`config.mk`:
```
export PLATFORM = sky130hd
export DESIGN_NAME = length_prefixed_packet_deframer_core
export DESIGN_NICKNAME = d
export VERILOG_FILES = /design/src/sv/lpd_pkg.sv /design/src/sv/lpd_parser.sv /design/src/sv/length_prefixed_packet_deframer_core.sv
export SDC_FILE = /design/constraint.sdc
export NUM_CORES = 1
export LEC_CHECK = 0
export BUFFER_PORTS_ARGS = -buffer_cell sky130_fd_sc_hd__buf_2
export CORE_ASPECT_RATIO = 0.6
export CORE_UTILIZATION = 64
export DETAILED_ROUTE_END_ITERATION = 6
export PLACE_DENSITY_LB_ADDON = 0.1
export SETUP_SLACK_MARGIN = 0.5
export SKIP_CTS_REPAIR_TIMING = 1
export SLEW_MARGIN = 20
export SYNTH_ARGS = -nofsm -noshare
export SYNTH_HDL_FRONTEND = slang
export SYNTH_SLANG_ARGS = --single-unit
```
`constraint.sdc`:
```
create_clock -name clk -period 30.4 [get_ports clk]
set_input_delay 1.52 -clock clk [delete_from_list [all_inputs] [get_ports clk]]
set_output_delay 1.52 -clock clk [all_outputs]
set_load 0.1 [all_outputs]
```
`src/sv/lpd_pkg.sv`:
```
package lpd_pkg;

    localparam logic [7:0]  TYPE_PACKET = 8'h02;
    localparam logic [7:0]  TYPE_KEY    = 8'h03;
    localparam logic [26:0] LIMIT_CAP   = 27'd67108864;
    localparam logic [31:0] MIN_PACKET  = 32'd30;

    localparam int CFG_INDEX_W = 2;
    localparam int CFG_DATA_W  = 27;

    localparam logic [CFG_INDEX_W-1:0] CFG_STREAM_COUNT = 2'd0;
    localparam logic [CFG_INDEX_W-1:0] CFG_MAX_LENGTH   = 2'd1;

    typedef enum logic [2:0] {
        PH_LEN,
        PH_TYPE,
        PH_FIELDS,
        PH_PAYLOAD,
        PH_SKIP,
        PH_DRAIN
    } phase_t;

    typedef enum logic [1:0] {
        RK_HEADER  = 2'd0,
        RK_PAYLOAD = 2'd1,
        RK_STATUS  = 2'd2
    } rkind_t;

    typedef enum logic [1:0] {
        ST_NONE    = 2'd0,
        ST_EOS     = 2'd1,
        ST_BAD_LEN = 2'd2,
        ST_INVALID = 2'd3
    } status_t;

    typedef struct packed {
        logic [7:0]  stream_count;
        logic [26:0] max_length;
    } cfg_t;

    typedef struct packed {
        rkind_t             result_kind;
        status_t            status;
        logic [7:0]         stream_id;
        logic signed [63:0] pts;
        logic signed [63:0] dts;
        logic signed [63:0] duration;
        logic               is_key;
        logic [25:0]        payload_size;
        logic [7:0]         payload_byte;
        logic               last;
    } result_t;

endpackage

```
`src/sv/lpd_parser.sv`:
```
module lpd_parser (
    input  logic            clk,
    input  logic            rst_n,
    input  logic            step,
    input  logic            kind,
    input  logic [7:0]      data_byte,
    input  lpd_pkg::cfg_t   cfg,
    output logic            res_valid,
    output lpd_pkg::result_t res
);

    lpd_pkg::phase_t phase_reg, phase_next;
    logic        halted_reg, halted_next;
    logic [31:0] len_reg, len_next;
    logic [26:0] pos_reg, pos_next;
    logic        key_reg, key_next;
    logic [7:0]  stream_reg, stream_next;
    logic [63:0] pts_reg, pts_next;
    logic [63:0] dts_reg, dts_next;
    logic [63:0] dur_reg, dur_next;
    logic [31:0] size_reg, size_next;

    logic        live;
    logic [31:0] len_shift;
    logic [31:0] size_shift;
    logic [26:0] pos_inc;
    logic [26:0] limit;
    logic        len_bad;
    logic        is_pkt;
    logic        end_msg;
    logic        fld_bad;
    logic        pay_last;
    logic        short_pkt;

    assign live       = step && !halted_reg;
    assign len_shift  = {len_reg[23:0], data_byte};
    assign size_shift = {size_reg[23:0], data_byte};
    assign pos_inc    = pos_reg + 27'd1;
    assign limit      = (cfg.max_length > lpd_pkg::LIMIT_CAP) ? lpd_pkg::LIMIT_CAP
                                                                : cfg.max_length;
    assign len_bad    = (len_shift == 32'd0) || (len_shift > {5'b0, limit});
    assign is_pkt     = (data_byte == lpd_pkg::TYPE_PACKET) || (data_byte == lpd_pkg::TYPE_KEY);
    assign end_msg    = ({5'b0, pos_reg} + 32'd1) >= len_reg;
    assign fld_bad    = (size_shift > (len_reg - lpd_pkg::MIN_PACKET))
                        || (stream_reg >= cfg.stream_count);
    assign pay_last   = ({5'b0, pos_reg} - 32'd29) >= size_reg;
    assign short_pkt  = len_reg < lpd_pkg::MIN_PACKET;

    // next state
    always_comb
    begin
        phase_next  = phase_reg;
        halted_next = halted_reg;
        if (live) begin
            if (kind) begin
                halted_next = 1'b1;
            end else begin
                unique case (phase_reg)
                    lpd_pkg::PH_LEN:
                    begin
                        if (pos_reg == 27'd3) begin
                            if (len_bad) halted_next = 1'b1;
                            else         phase_next  = lpd_pkg::PH_TYPE;
                        end
                    end
                    lpd_pkg::PH_TYPE:
                    begin
                        if (!is_pkt) begin
                            phase_next = end_msg ? lpd_pkg::PH_LEN : lpd_pkg::PH_SKIP;
                        end else if (short_pkt) begin
                            if (len_reg == 32'd1) halted_next = 1'b1;
                            else                  phase_next  = lpd_pkg::PH_DRAIN;
                        end else begin
                            phase_next = lpd_pkg::PH_FIELDS;
                        end
                    end
                    lpd_pkg::PH_FIELDS:
                    begin
                        if (pos_reg == 27'd29) begin
                            if (fld_bad) begin
                                if (len_reg == lpd_pkg::MIN_PACKET) halted_next = 1'b1;
                                else phase_next = lpd_pkg::PH_DRAIN;
                            end else if (end_msg) begin
                                phase_next = lpd_pkg::PH_LEN;
                            end else if (size_shift == 32'd0) begin
                                phase_next = lpd_pkg::PH_SKIP;
                            end else begin
                                phase_next = lpd_pkg::PH_PAYLOAD;
                            end
                        end
                    end
                    lpd_pkg::PH_PAYLOAD:
                    begin
                        if (end_msg)       phase_next = lpd_pkg::PH_LEN;
                        else if (pay_last) phase_next = lpd_pkg::PH_SKIP;
                    end
                    lpd_pkg::PH_SKIP:
                    begin
                        if (end_msg) phase_next = lpd_pkg::PH_LEN;
                    end
                    lpd_pkg::PH_DRAIN:
                    begin
                        if (end_msg) halted_next = 1'b1;
                    end
                    default:
                    begin
                        phase_next = lpd_pkg::PH_LEN;
                    end
                endcase
            end
        end
    end

    // datapath
    always_comb
    begin
        len_next    = len_reg;
        pos_next    = pos_reg;
        key_next    = key_reg;
        stream_next = stream_reg;
        pts_next    = pts_reg;
        dts_next    = dts_reg;
        dur_next    = dur_reg;
        size_next   = size_reg;
        if (live && !kind) begin
            case (phase_reg)
                lpd_pkg::PH_LEN:
                begin
                    len_next = len_shift;
                    pos_next = (pos_reg == 27'd3) ? 27'd0 : pos_inc;
                end
                lpd_pkg::PH_TYPE:
                begin
                    key_next = (data_byte == lpd_pkg::TYPE_KEY);
                    pos_next = pos_inc;
                    if (!is_pkt && end_msg) begin
                        len_next = 32'd0;
                        pos_next = 27'd0;
                    end
                end
                lpd_pkg::PH_FIELDS:
                begin
                    if (pos_reg == 27'd1)       stream_next = data_byte;
                    else if (pos_reg <= 27'd9)  pts_next = {pts_reg[55:0], data_byte};
                    else if (pos_reg <= 27'd17) dts_next = {dts_reg[55:0], data_byte};
                    else if (pos_reg <= 27'd25) dur_next = {dur_reg[55:0], data_byte};
                    else                        size_next = size_shift;
                    pos_next = pos_inc;
                    if (pos_reg == 27'd29 && !fld_bad && end_msg) begin
                        len_next = 32'd0;
                        pos_next = 27'd0;
                    end
                end
                lpd_pkg::PH_PAYLOAD, lpd_pkg::PH_SKIP:
                begin
                    pos_next = pos_inc;
                    if (end_msg) begin
                        len_next = 32'd0;
                        pos_next = 27'd0;
                    end
                end
                lpd_pkg::PH_DRAIN:
                begin
                    pos_next = pos_inc;
                end
                default:
                begin
                    pos_next = pos_reg;
                end
            endcase
        end
    end

    // result
    always_comb
    begin
        res_valid = 1'b0;
        res       = '0;
        if (live) begin
            if (kind) begin
                res_valid       = 1'b1;
                res.result_kind = lpd_pkg::RK_STATUS;
                res.status      = lpd_pkg::ST_EOS;
                res.last        = 1'b1;
            end else begin
                case (phase_reg)
                    lpd_pkg::PH_LEN:
                    begin
                        if (pos_reg == 27'd3 && len_bad) begin
                            res_valid       = 1'b1;
                            res.result_kind = lpd_pkg::RK_STATUS;
                            res.status      = lpd_pkg::ST_BAD_LEN;
                            res.last        = 1'b1;
                        end
                    end
                    lpd_pkg::PH_TYPE:
                    begin
                        if (is_pkt && len_reg == 32'd1) begin
                            res_valid       = 1'b1;
                            res.result_kind = lpd_pkg::RK_STATUS;
                            res.status      = lpd_pkg::ST_INVALID;
                            res.last        = 1'b1;
                        end
                    end
                    lpd_pkg::PH_FIELDS:
                    begin
                        if (pos_reg == 27'd29) begin
                            if (fld_bad) begin
                                if (len_reg == lpd_pkg::MIN_PACKET) begin
                                    res_valid       = 1'b1;
                                    res.result_kind = lpd_pkg::RK_STATUS;
                                    res.status      = lpd_pkg::ST_INVALID;
                                    res.last        = 1'b1;
                                end
                            end else begin
                                res_valid          = 1'b1;
                                res.result_kind    = lpd_pkg::RK_HEADER;
                                res.stream_id      = stream_reg;
                                res.pts            = pts_reg;
                                res.dts            = dts_reg;
                                res.duration       = dur_reg;
                                res.is_key         = key_reg;
                                res.payload_size   = size_shift[25:0];
                                res.last           = (size_shift == 32'd0);
                            end
                        end
                    end
                    lpd_pkg::PH_PAYLOAD:
                    begin
                        res_valid        = 1'b1;
                        res.result_kind  = lpd_pkg::RK_PAYLOAD;
                        res.payload_byte = data_byte;
                        res.last         = pay_last;
                    end
                    lpd_pkg::PH_DRAIN:
                    begin
                        if (end_msg) begin
                            res_valid       = 1'b1;
                            res.result_kind = lpd_pkg::RK_STATUS;
                            res.status      = lpd_pkg::ST_INVALID;
                            res.last        = 1'b1;
                        end
                    end
                    default:
                    begin
                        res_valid = 1'b0;
                    end
                endcase
            end
        end
    end

    always_ff @(posedge clk or negedge rst_n)
    begin
        if (!rst_n) begin
            phase_reg  <= lpd_pkg::PH_LEN;
            halted_reg <= 1'b0;
            len_reg    <= '0;
            pos_reg    <= '0;
            key_reg    <= 1'b0;
            stream_reg <= '0;
            pts_reg    <= '0;
            dts_reg    <= '0;
            dur_reg    <= '0;
            size_reg   <= '0;
        end else begin
            phase_reg  <= phase_next;
            halted_reg <= halted_next;
            len_reg    <= len_next;
            pos_reg    <= pos_next;
            key_reg    <= key_next;
            stream_reg <= stream_next;
            pts_reg    <= pts_next;
            dts_reg    <= dts_next;
            dur_reg    <= dur_next;
            size_reg   <= size_next;
        end
    end

endmodule

```
`src/sv/length_prefixed_packet_deframer_core.sv`:
```
// Length-prefixed packet deframer. Takes stream bytes on the input channel
// (kind 1 marks end of stream) and gives packet headers, payload bytes and
// status words on the output channel, in the cycle after the byte that causes
// them, from an output register. Sustained rate is one input word per clock;
// the input stalls only while a result sits in the output register and the
// output is stalled. Bytes that cause no result (length, type, header fields,
// trailing bytes) pass at the same rate. After any status word the block
// ignores all input until reset. stream_count and max_length must be written
// while the block is idle (not enforced); register indexes 2 and 3 are ignored.
module length_prefixed_packet_deframer_core (
    input  logic                            clk,
    input  logic                            rst_n,

    input  logic                            cfg_we,
    input  logic [lpd_pkg::CFG_INDEX_W-1:0] cfg_index,
    input  logic [lpd_pkg::CFG_DATA_W-1:0]  cfg_data,

    input  logic                            in_valid,
    output logic                            in_stall,
    input  logic                            kind,
    input  logic [7:0]                      data_byte,

    output logic                            out_valid,
    input  logic                            out_stall,
    output logic [1:0]                      result_kind,
    output logic [1:0]                      status,
    output logic [7:0]                      stream_id,
    output logic signed [63:0]              pts,
    output logic signed [63:0]              dts,
    output logic signed [63:0]              duration,
    output logic                            is_key,
    output logic [25:0]                     payload_size,
    output logic [7:0]                      payload_byte,
    output logic                            last
);

    lpd_pkg::cfg_t    cfg_reg;
    lpd_pkg::result_t res;
    lpd_pkg::result_t out_res_reg;
    logic             res_valid;
    logic             out_valid_reg;
    logic             in_accept;

    assign in_stall  = out_valid_reg && out_stall;
    assign in_accept = in_valid && !in_stall;

    always_ff @(posedge clk or negedge rst_n)
    begin
        if (!rst_n) begin
            cfg_reg.stream_count <= 8'd0;
            cfg_reg.max_length   <= lpd_pkg::LIMIT_CAP;
        end else if (cfg_we) begin
            unique case (cfg_index)
                lpd_pkg::CFG_STREAM_COUNT: cfg_reg.stream_count <= cfg_data[7:0];
                lpd_pkg::CFG_MAX_LENGTH:   cfg_reg.max_length   <= cfg_data;
                default:                   cfg_reg              <= cfg_reg;
            endcase
        end
    end

    lpd_parser u_parser (
        .clk       (clk),
        .rst_n     (rst_n),
        .step      (in_accept),
        .kind      (kind),
        .data_byte (data_byte),
        .cfg       (cfg_reg),
        .res_valid (res_valid),
        .res       (res)
    );

    always_ff @(posedge clk or negedge rst_n)
    begin
        if (!rst_n) begin
            out_valid_reg <= 1'b0;
        end else if (res_valid) begin
            out_valid_reg <= 1'b1;
        end else if (!out_stall) begin
            out_valid_reg <= 1'b0;
        end
    end

    always_ff @(posedge clk)
    begin
        if (res_valid) begin
            out_res_reg <= res;
        end
    end

    assign out_valid    = out_valid_reg;
    assign result_kind  = out_res_reg.result_kind;
    assign status       = out_res_reg.status;
    assign stream_id    = out_res_reg.stream_id;
    assign pts          = out_res_reg.pts;
    assign dts          = out_res_reg.dts;
    assign duration     = out_res_reg.duration;
    assign is_key       = out_res_reg.is_key;
    assign payload_size = out_res_reg.payload_size;
    assign payload_byte = out_res_reg.payload_byte;
    assign last         = out_res_reg.last;

endmodule

```
=== Word level (Yosys, flattened, before mapping) ===
Index checks and enable logic that the tools add are counted.

* Register bits after elaboration: 572
* Input port bits: 43
* Output and inout bits: 242
* Logic and storage cells: 184

* Add/sub/neg operators: 4
* $lt $le $gt $ge: 10
* Equal/unequal tests: 33
* Muxes and demuxes: 62
* Bitwise operators: 10
* Reductions and logical operators: 40

{| class="wikitable"
|+ Operator list
! cell !! count
|-
| 231-bit two-way mux || 1
|-
| 227-bit two-way mux || 1
|-
| 27-bit two-way mux || 5
|-
| 27-bit case mux with 5 select lines || 1
|-
| 32-bit case mux with 4 select lines || 1
|-
| 32-bit two-way mux || 3
|-
| 32-bit >= comparator || 2
|-
| 32-bit logical NOT || 2
|-
| 27-bit by 5-bit less-or-equal comparator with 1-bit output (second input constant) || 2
|-
| 3-bit two-way mux || 14
|-
| 32-bit by 1-bit == test with 1-bit output (second input constant) || 1
|-
| 32-bit by 5-bit == test with 1-bit output (second input constant) || 1
|-
| 32-bit by 27-bit > comparator with 1-bit output || 1
|-
| 32-bit > comparator || 1
|-
| 32-bit by 5-bit less-than comparator with 1-bit output (second input constant) || 1
|-
| 32-bit by 5-bit subtractor with 32-bit output (second input constant) || 1
|-
| 27-bit by 1-bit adder with 28-bit output (second input constant) || 1
|-
| 27-bit by 5-bit subtractor with 28-bit output (second input constant) || 1
|-
| 27-bit by 1-bit adder with 27-bit output (second input constant) || 1
|-
| 27-bit by 1-bit == test with 1-bit output (second input constant) || 1
|-
| 27-bit by 2-bit == test with 1-bit output (second input constant) || 1
|-
| 27-bit by 5-bit == test with 1-bit output (second input constant) || 1
|-
| 27-bit > comparator (second input constant) || 1
|-
| 27-bit by 4-bit less-or-equal comparator with 1-bit output (second input constant) || 1
|-
| 38 further kinds || 113
|}

=== Longest topological paths before layout ===
Gate-level depths: netlist (run 1).

* Depth after elaboration: 10
* Mapped depth: 18
* Gate-level depth less buffers: 18

=== By module ===
A second synthesis (run 1) with hierarchy kept.

* Cell total of the unflattened synthesis: 2,119
* Area, all modules: 26,987.1 sq um

{| class="wikitable"
|+ By module, submodules not included
! module !! instances !! cells each !! area an instance (sq um) !! sequential area each (sq um)
|-
| lpd_parser || 1 || 1,800 || 18,312.6 || 7,407.1
|-
| length_prefixed_packet_deframer_core || 1 || 319 || 8,674.6 || 8,109.0
|}

=== Least setup slack after synthesis (run 1) ===
OpenSTA, ideal clock, no wires.

* Path type: reg2reg
* Start point: register u_parser.len_reg[12]
* End point: register out_res_reg, in the netlist dts[0], enable pin
* Data arrival time: 13.770 ns
* Required time: 29.554 ns
* Setup slack: 15.784 ns
* Stages on the path, launching flop included: 17
* Period minus slack after synthesis: 14.616 ns
* Cell sequence: dfrtp_1 > or4_1 > nand2b_1 > nor3_1 > nand2_1 > or3_1 > nor3_1 > xnor2_1 > ha_1 > nand4_1 > nor2_1 > a221o_1 > a211oi_1 > a31oi_1 > a21oi_1 > nor4bb_1 > nor2_1

* Word-level cells in the longest chain between the ends: 8
* Elaborated cells on any way between the ends: 20
* Those cells by class: add/sub (1); order compare (3); eq/ne (2); mux (9); reduce/logical (5)

{| class="wikitable"
|+ RTL lines
! item !! line !! source
|-
| start: declaration || lpd_parser.sv:14 || <nowiki>logic [31:0] len_reg, len_next;</nowiki>
|-
| start signal: assignment || lpd_parser.sv:269 || <nowiki>len_reg <= len_next;</nowiki>
|-
| 32-bit by 5-bit subtractor with 32-bit output || lpd_parser.sv:44 || <nowiki>assign fld_bad = (size_shift > (len_reg - lpd_pkg::MIN_PACKET))</nowiki>
|-
| 32-bit > comparator || lpd_parser.sv:44 ||
|-
| 1-bit logical OR || lpd_parser.sv:45 || <nowiki>|| (stream_reg >= cfg.stream_count);</nowiki>
|-
| 1-bit two-way mux || lpd_parser.sv:208 || <nowiki>if (fld_bad) begin</nowiki>
|-
| 1-bit two-way mux || lpd_parser.sv:207 || <nowiki>if (pos_reg == 27'd29) begin</nowiki>
|-
| 1-bit case mux with 5 select lines * || lpd_parser.sv:186 || <nowiki>case (phase_reg)</nowiki>
|-
| 1-bit two-way mux * || lpd_parser.sv:180 || <nowiki>if (kind) begin</nowiki>
|-
| 1-bit two-way mux * || lpd_parser.sv:179 || <nowiki>if (live) begin</nowiki>
|-
| via res_valid || length_prefixed_packet_deframer_core.sv:40 || <nowiki>logic res_valid;</nowiki>
|-
| end signal: assignment || length_prefixed_packet_deframer_core.sv:86 || <nowiki>out_res_reg <= res;</nowiki>
|-
| end: declaration || length_prefixed_packet_deframer_core.sv:39 || <nowiki>lpd_pkg::result_t out_res_reg;</nowiki>
|}

Mark *: on every way through the listed nets, which the timed path passes. The rest lies on a longest branch.
A chain may end at the register's enable or synchronous reset.

=== Worst setup path after layout (run 1) ===
* Start point: register u_parser.len_reg[12]
* End point: register out_res_reg, in the netlist dts[22], enable pin

Same word-level chain as after synthesis.

==> impl_metrics.env, run 1 <==
export IMPL_outcome="finished, final reports clean"
export IMPL_ir_drop_v=0.00004433
export IMPL_synthCells=2166
export IMPL_cp_start_kind="flop"
export IMPL_cts_htree_levels=2
export IMPL_dr_pass1_iters=6
export IMPL_grt_max_degree=204
export IMPL_die_area_um2=42870
export IMPL_globalRouteOverflowTotal=0
export IMPL_rows=57
export IMPL_synth_edf_count=240
export IMPL_cts_sinks=572
export IMPL_rsz0062_at_grt="no"
export IMPL_clockPowerShare=0.303
export IMPL_p_switching_mw=0.7267
export IMPL_stdcell_area_um2=30460
export IMPL_maxSlewViolCount=0
export IMPL_seq_area_frac_synth=0.5770
export IMPL_seqPwrFrac=0.432
export IMPL_root_buffer="clkbuf_16"
export IMPL_place_hpwl_um=48530
export IMPL_gp_congestion=0.9995
export IMPL_syn_num_nets=2340
export IMPL_critPathCaptureType="flop"
export IMPL_hp_class="flop to flop"
export IMPL_wl_met1_um=30410
export IMPL_clock_skew_ps=33.78
export IMPL_grt_pass1_vias=17376
export IMPL_path_delay_family="simple AND/OR/NAND/NOR gates"
export IMPL_dr_wl_met3_um=7780
export IMPL_initialDrtViolationCount=1886
export IMPL_drive_gt1_frac=0.2682
export IMPL_crit_buf_inv=2
export IMPL_fin_setup_tns_ps=0
export IMPL_core_area_um2=40940
export IMPL_p_int_mw=1.403
export IMPL_numCtsBuffers=50
export IMPL_met2_length_um=29080
export IMPL_clkSlewWorstSetupHoldPaths_ps=70
export IMPL_io_pin_count=285
export IMPL_nNetsFinal=2590
export IMPL_port_buffers=284
export IMPL_die_w_um=266.6
export IMPL_routed_wl_um=68300
export IMPL_grt_pass1_wl_um=103300
export IMPL_wire_per_inst_um=22.63
export IMPL_avgSynthCellArea_um2=12.41
export IMPL_yosys_top_cells_area="dfrtp_1, edfxtp_1, mux2_2"
export IMPL_route_vias_total=18157
export IMPL_power_density_nw_per_um2=69.91
export IMPL_vias_per_cell=6.016
export IMPL_swShare=0.3412
export IMPL_cap_viol_max_count=0
export IMPL_cts_tree="yes"
export IMPL_r2r_slack_ps=23910
export IMPL_yosysUniqueCellTypes=65
export IMPL_grt_use_total=0.3204
export IMPL_clockBufferDepth=3
export IMPL_synthTopCellsByCount="dfrtp_1, edfxtp_1, mux2_2, and2_1, nand2_1"
export IMPL_worst_pin_slew_ps=1090
export IMPL_crit_chain="or4_1 -> nand2b_1 -> nor3_1 -> nand2_1 -> or3_1 -> nor3_1 -> xnor2_1 -> ha_1 -> nand4_1 -> nor4_1 -> nand2_1 -> a211oi_1 -> a31oi_2 -> a21oi_1 -> nor4bb_1 -> nor2_4 -> buf_12 -> buf_16"
export IMPL_fill_cells=2747
export IMPL_arrival_ps=6700
export IMPL_synthArstFlopShare=0.5804
export IMPL_synth_most_common_cell="dfrtp_1"
export IMPL_slew_headroom=0.2719
export IMPL_required_ps=30610
export IMPL_synth_seq_cells=572
export IMPL_top_layer="met4"
export IMPL_hold_viol_final=0
export IMPL_start_util=0.6569
export IMPL_leakage_nw=13.74
export IMPL_clk_latency_ps=590
export IMPL_slowest_delay_ps=840
export IMPL_max_clock_freq_mhz=154.0
export IMPL_yosys_warnings=0
export IMPL_area_growth_pct=13.29
export IMPL_combPwrFrac=0.265
export IMPL_period_share=0.2136
export IMPL_drtAntennaViolNets=0
export IMPL_worstPathMaxFanout=142
export IMPL_antenna_found_initial=1
export IMPL_synth_top_area_share=0.3080
export IMPL_finalSetupViolCount=0
export IMPL_critPathKind="flop to flop"
export IMPL_drc=0
export IMPL_ys_flop_type="dfrtp_1"
export IMPL_die_h_um=160.8
export IMPL_placed_area_um2=28770
export IMPL_fin_crit_ps=6493
export IMPL_yosysTopAreaCell="dfrtp_1"
export IMPL_crit_slowest_cell="nor2_4"
export IMPL_syn_area_um2=26890
[per-stage QoR]
step | hold slack [ps] | power (mW) | worst slack (ps) | cells | utilization
floorplan | 429.4 | 1.308 | 15780 | 2166 | -
global placement | 442.2 | 1.459 | 24190 | 2923 | 0.7027
detailed placement | 445.0 | 1.476 | 24070 | 2923 | 0.7027
CTS | 470.3 | 2.118 | 24050 | 3016 | 0.7433
global route | 494.1 | 2.217 | 23530 | 3018 | 0.7442
finish | 469.0 | 2.130 | 23910 | 3018 | 0.7442
[area by class of cell]
| type | instances | area (um^2) | share of cell area |
|---|---|---|---|
| multi-input combinational | 1410 | 10660 | 0.3499 |
| sequential | 572 | 15520 | 0.5093 |
| clock inverter | 22 | 250.2 | 0.008214 |
| inverter | 78 | 292.8 | 0.009611 |
| tap | 560 | 700.7 | 0.02300 |
| clock buffer | 71 | 1411 | 0.04633 |
| antenna | 1 | 2.502 | 0.00008214 |
| timing repair buffer | 304 | 1630 | 0.05352 |
[layout by cell type (no fill, tap or decap), types with 22 or more instances in the layout]
cell       netlist  routed
buf_2            3     283
dfrtp_1        331     331
nor3_1          24      24
o21ai_0         74      74
a21o_1          29      29
and2_1         215     215
nor2_1          81      80
mux2_2         238     238
inv_1           77      77
nor4_1          50      50
nand2_1        176     174
or3_1           23      23
a21oi_1         54      53
xnor2_1         59      58
clkbuf_16        0      51
nand3_1         34      33
edfxtp_1       240     240
nand4_1         27      27
ha_1           131     131
mux2_4          22      22
[kinds of logic after synthesis]
group                    synth area share
XOR/XNOR                          0.02541
adder cells (fa/ha/maj)           0.06096
flip-flops                         0.5770
buffers and inverters             0.02843
AND/OR/NAND/NOR                    0.1399
multiplexers                       0.1153
AO/OA/AOI/OAI                     0.05300
[power groups by stage]
stage	Sequential, mW	Clock (mW)	Combinational, mW
6_report	0.921	0.645	0.564
3_5_place_dp	0.931	0	0.545
2_1_floorplan	0.963	0	0.345
3_3_place_gp	0.928	0	0.531
4_1_cts	0.916	0.654	0.549
5_1_grt	0.924	0.681	0.611
[routing by layer]
layer  track usage  vias to the layer above
met5             0                        -
met4       0.05747                        0
met3        0.1107                       87
met2        0.4506                      801
met1        0.4856                     9021
li1              -                     8248
[worst paths after layout]
check,startpoint,end,cells past startpoint
max in group asynchronous,rst_n,u_parser.dur_reg[59],3
setup / recovery,u_parser.len_reg[12],dts[22],18
hold / removal,u_parser.halted_reg,u_parser.halted_reg,1
setup reg to reg,u_parser.len_reg[12],dts[22],18
hold reg to reg,u_parser.halted_reg,u_parser.halted_reg,1
min in group asynchronous,rst_n,u_parser.pts_reg[53],1
(Power assumes the default switching activity.)
==> run 2: changes to the inputs <==
--- a/config.mk
+++ b/config.mk
@@ -5,9 +5,10 @@
 export SDC_FILE = /design/constraint.sdc
 export NUM_CORES = 1
 export LEC_CHECK = 0
+export ABC_AREA = 1
 export BUFFER_PORTS_ARGS = -buffer_cell sky130_fd_sc_hd__buf_2
 export CORE_ASPECT_RATIO = 0.6
-export CORE_UTILIZATION = 64
+export CORE_UTILIZATION = 59
 export DETAILED_ROUTE_END_ITERATION = 6
 export PLACE_DENSITY_LB_ADDON = 0.1
 export SETUP_SLACK_MARGIN = 0.5
==> constraint.sdc (replaced) <==
create_clock -name clk -period 6.7 [get_ports clk]
set_input_delay 0.335 -clock clk [delete_from_list [all_inputs] [get_ports clk]]
set_output_delay 0.335 -clock clk [all_outputs]
set_load 0.1 [all_outputs]
==> impl_metrics.env, run 2 <==
export IMPL_worst_pin_slew_ps=1062
export IMPL_synth_most_common_cell="nand2_1"
export IMPL_vias_per_cell=5.451
export IMPL_hold_depth=3
export IMPL_holdWs_ps=7.657
export IMPL_start_util=0.6044
export IMPL_r2r_slack_ps=1210
export IMPL_grt_pass1_vias=19768
export IMPL_critPathCaptureType="flop"
export IMPL_critPathKind="flop to flop"
export IMPL_clock_skew_ps=19.22
export IMPL_worstPathMaxFanout=50
export IMPL_leakage_nw=12.75
export IMPL_path_depth=22
export IMPL_synth_edf_count=240
export IMPL_yosysTopAreaCell="dfrtp_1"
export IMPL_arrival_ps=5800
export IMPL_clockBufferDepth=3
export IMPL_cp_start_kind="flop"
export IMPL_syn_area_um2=27360
export IMPL_yosys_top_cells_area="dfrtp_1, edfxtp_1, nand2_1"
export IMPL_drive_gt1_frac=0.1583
export IMPL_p_total_mw=7.021
export IMPL_swShare=0.2190
export IMPL_route_vias_total=20917
export IMPL_place_hpwl_um=52900
export IMPL_io_pin_count=285
export IMPL_synthTopCellsByCount="nand2_1, inv_1, nor2_1, dfrtp_1, edfxtp_1"
export IMPL_synthArstFlopShare=0.5804
export IMPL_max_clock_freq_mhz=182.2
export IMPL_cts_tree="yes"
export IMPL_initialDrtViolationCount=2544
export IMPL_required_ps=7010
export IMPL_grt_use_total=0.3119
export IMPL_synthCells=2908
export IMPL_crit_chain="nor4_1 -> nand2_1 -> nor4_1 -> a31oi_1 -> inv_1 -> nand2_1 -> ha_1 -> a21oi_1 -> nand2_1 -> a21oi_1 -> nand2_1 -> nand2_1 -> nand2_1 -> nand2_1 -> nand2_1 -> nand3_1 -> nand2_1 -> inv_1 -> nand4_1 -> nand2_2 -> clkinvlp_4 -> buf_12"
export IMPL_nNetsFinal=3347
export IMPL_routed_wl_um=73230
export IMPL_outcome="finished, final reports clean"
export IMPL_drtAntennaViolNets=0
export IMPL_core_area_um2=45270
export IMPL_port_buffers=284
export IMPL_p_switching_mw=1.537
export IMPL_path_delay_family="simple AND/OR/NAND/NOR gates"
export IMPL_crit_slowest_cell="clkinvlp_4"
export IMPL_slowest_delay_ps=770
export IMPL_rows=60
export IMPL_period_share=0.8190
export IMPL_cts_sinks=572
export IMPL_p_int_mw=5.483
export IMPL_ir_drop_v=0.0001764
export IMPL_yosysUniqueCellTypes=57
export IMPL_reg2regPathDepth=22
export IMPL_final_common_cell="nand2_1"
export IMPL_cts_htree_levels=2
export IMPL_synth_seq_cells=572
export IMPL_hold_viol_final=0
export IMPL_area_growth_pct=14.10
export IMPL_maxSlewViolCount=0
export IMPL_seq_area_frac_synth=0.5671
export IMPL_hp_class="primary input to flop"
export IMPL_die_area_um2=47270
export IMPL_avgSynthCellArea_um2=9.409
export IMPL_clkSlewWorstSetupHoldPaths_ps=70
export IMPL_yosys_warnings=0
export IMPL_synth_top_area_share=0.3027
export IMPL_cp_common_cell="nand2_1"
export IMPL_grt_max_degree=157
export IMPL_gp_congestion=0.9823
export IMPL_die_w_um=280.0
export IMPL_seqPwrFrac=0.526
export IMPL_ys_flop_type="dfrtp_1"
export IMPL_grt_pass1_wl_um=113100
export IMPL_slew_headroom=0.2900
export IMPL_rsz0062_at_grt="no"
export IMPL_die_h_um=168.8
export IMPL_combPwrFrac=0.034
export IMPL_clk_latency_ps=600
export IMPL_antenna_found_initial=2
export IMPL_numCtsBuffers=51
export IMPL_globalRouteOverflowTotal=0
export IMPL_most_common_layout_cells="nand2_1, inv_1, nor2_1, dfrtp_1, buf_2"
export IMPL_clockPowerShare=0.440
export IMPL_finalSetupViolCount=0
export IMPL_wire_per_inst_um=19.09
export IMPL_crit_buf_inv=4
export IMPL_drc=0
export IMPL_root_buffer="clkbuf_16"
export IMPL_fin_crit_ps=5487
export IMPL_syn_num_nets=3082
export IMPL_dr_pass1_iters=5
export IMPL_power_density_nw_per_um2=224.9
export IMPL_cap_viol_max_count=0
## run 2: cell count changes after synthesis, sizes merged, moves of 45 or more
| cell | change |
|---|---|
| xnor2 | -56 |
| buf | +54 |
| mux2 | -244 |
| nor2 | +290 |
| nand3 | +51 |
| xor2 | +45 |
| and2 | -214 |
| clkbuf | -57 |
| o21ai | +239 |
| nand2 | +445 |
| inv | +347 |
## run 2: routing by layer
layer	part of all wire	global-route usage
met5	0.00094	0
met3	0.10	0.06929
met1	0.47	0.4994
met4	0.015	0.05821
met2	0.41	0.4344
## run 2: cell families after synthesis
group | share of synthesized area
and+or+nand+nor | 0.1832
DFF | 0.5671
buffers and inverters | 0.07985
AOI/OAI and AO/OA | 0.08195
adders and majority gates | 0.05991
xor gates and xnor gates | 0.02145
muxes | 0.006585
## run 2: area by class of cell
cell class                 count  area (um^2)
sequential                   572        15520
fill                        3503        14050
multi-input combinational   1805         9739
timing repair buffer         318         1817
inverter                     425         1599
clock buffer                  65         1410
tap                          620        775.7
clock inverter                31        356.6
antenna                        1        2.502
## run 2: worst paths after layout
path                                           from               endpoint
max in group asynchronous                     rst_n   u_parser.len_reg[28]
worst max register to register           cfg_reg[2]                pts[43]
min in group asynchronous                     rst_n  u_parser.size_reg[31]
worst min-delay path                   cfg_data[16]            cfg_reg[16]
worst max-delay path                     cfg_reg[2]                pts[43]
worst min register to register  u_parser.halted_reg    u_parser.halted_reg
## run 2: worst register-to-register path, cell delays in order, from the launching register on
cell	delay [ps]
dfrtp_1	400
nor4_1	340
nand2_1	110
nor4_1	340
a31oi_1	170
inv_1	560
nand2_1	220
ha_1	380
a21oi_1	170
nand2_1	80
a21oi_1	150
nand2_1	70
nand2_1	50
nand2_1	40
nand2_1	120
nand2_1	190
nand3_1	170
nand2_1	80
inv_1	60
nand4_1	90
nand2_2	110
clkinvlp_4	770
buf_12	520
## run 2: through the flow
stage	setup slack [ps]	std cells	TNS, ps	instance area, um^2	utilization
floorplan	-304.1	2908	-72980	27410	-
global placement	1281	3723	0	29270	0.6466
detailed placement	1311	3723	0	29270	0.6466
CTS	1224	3819	0	31040	0.6856
global route	643.3	3837	0	31220	0.6896
finish	1213	3837	0	31220	0.6896
## run 2: power groups by stage
stage | sequential, mW | clock, mW | combinational, mW
2_1_floorplan | 3.75 | 0 | 0.121
5_1_grt | 3.70 | 3.27 | 0.268
3_5_place_dp | 3.76 | 0 | 0.229
6_report | 3.69 | 3.09 | 0.236
3_3_place_gp | 3.76 | 0 | 0.219
4_1_cts | 3.69 | 3.12 | 0.231
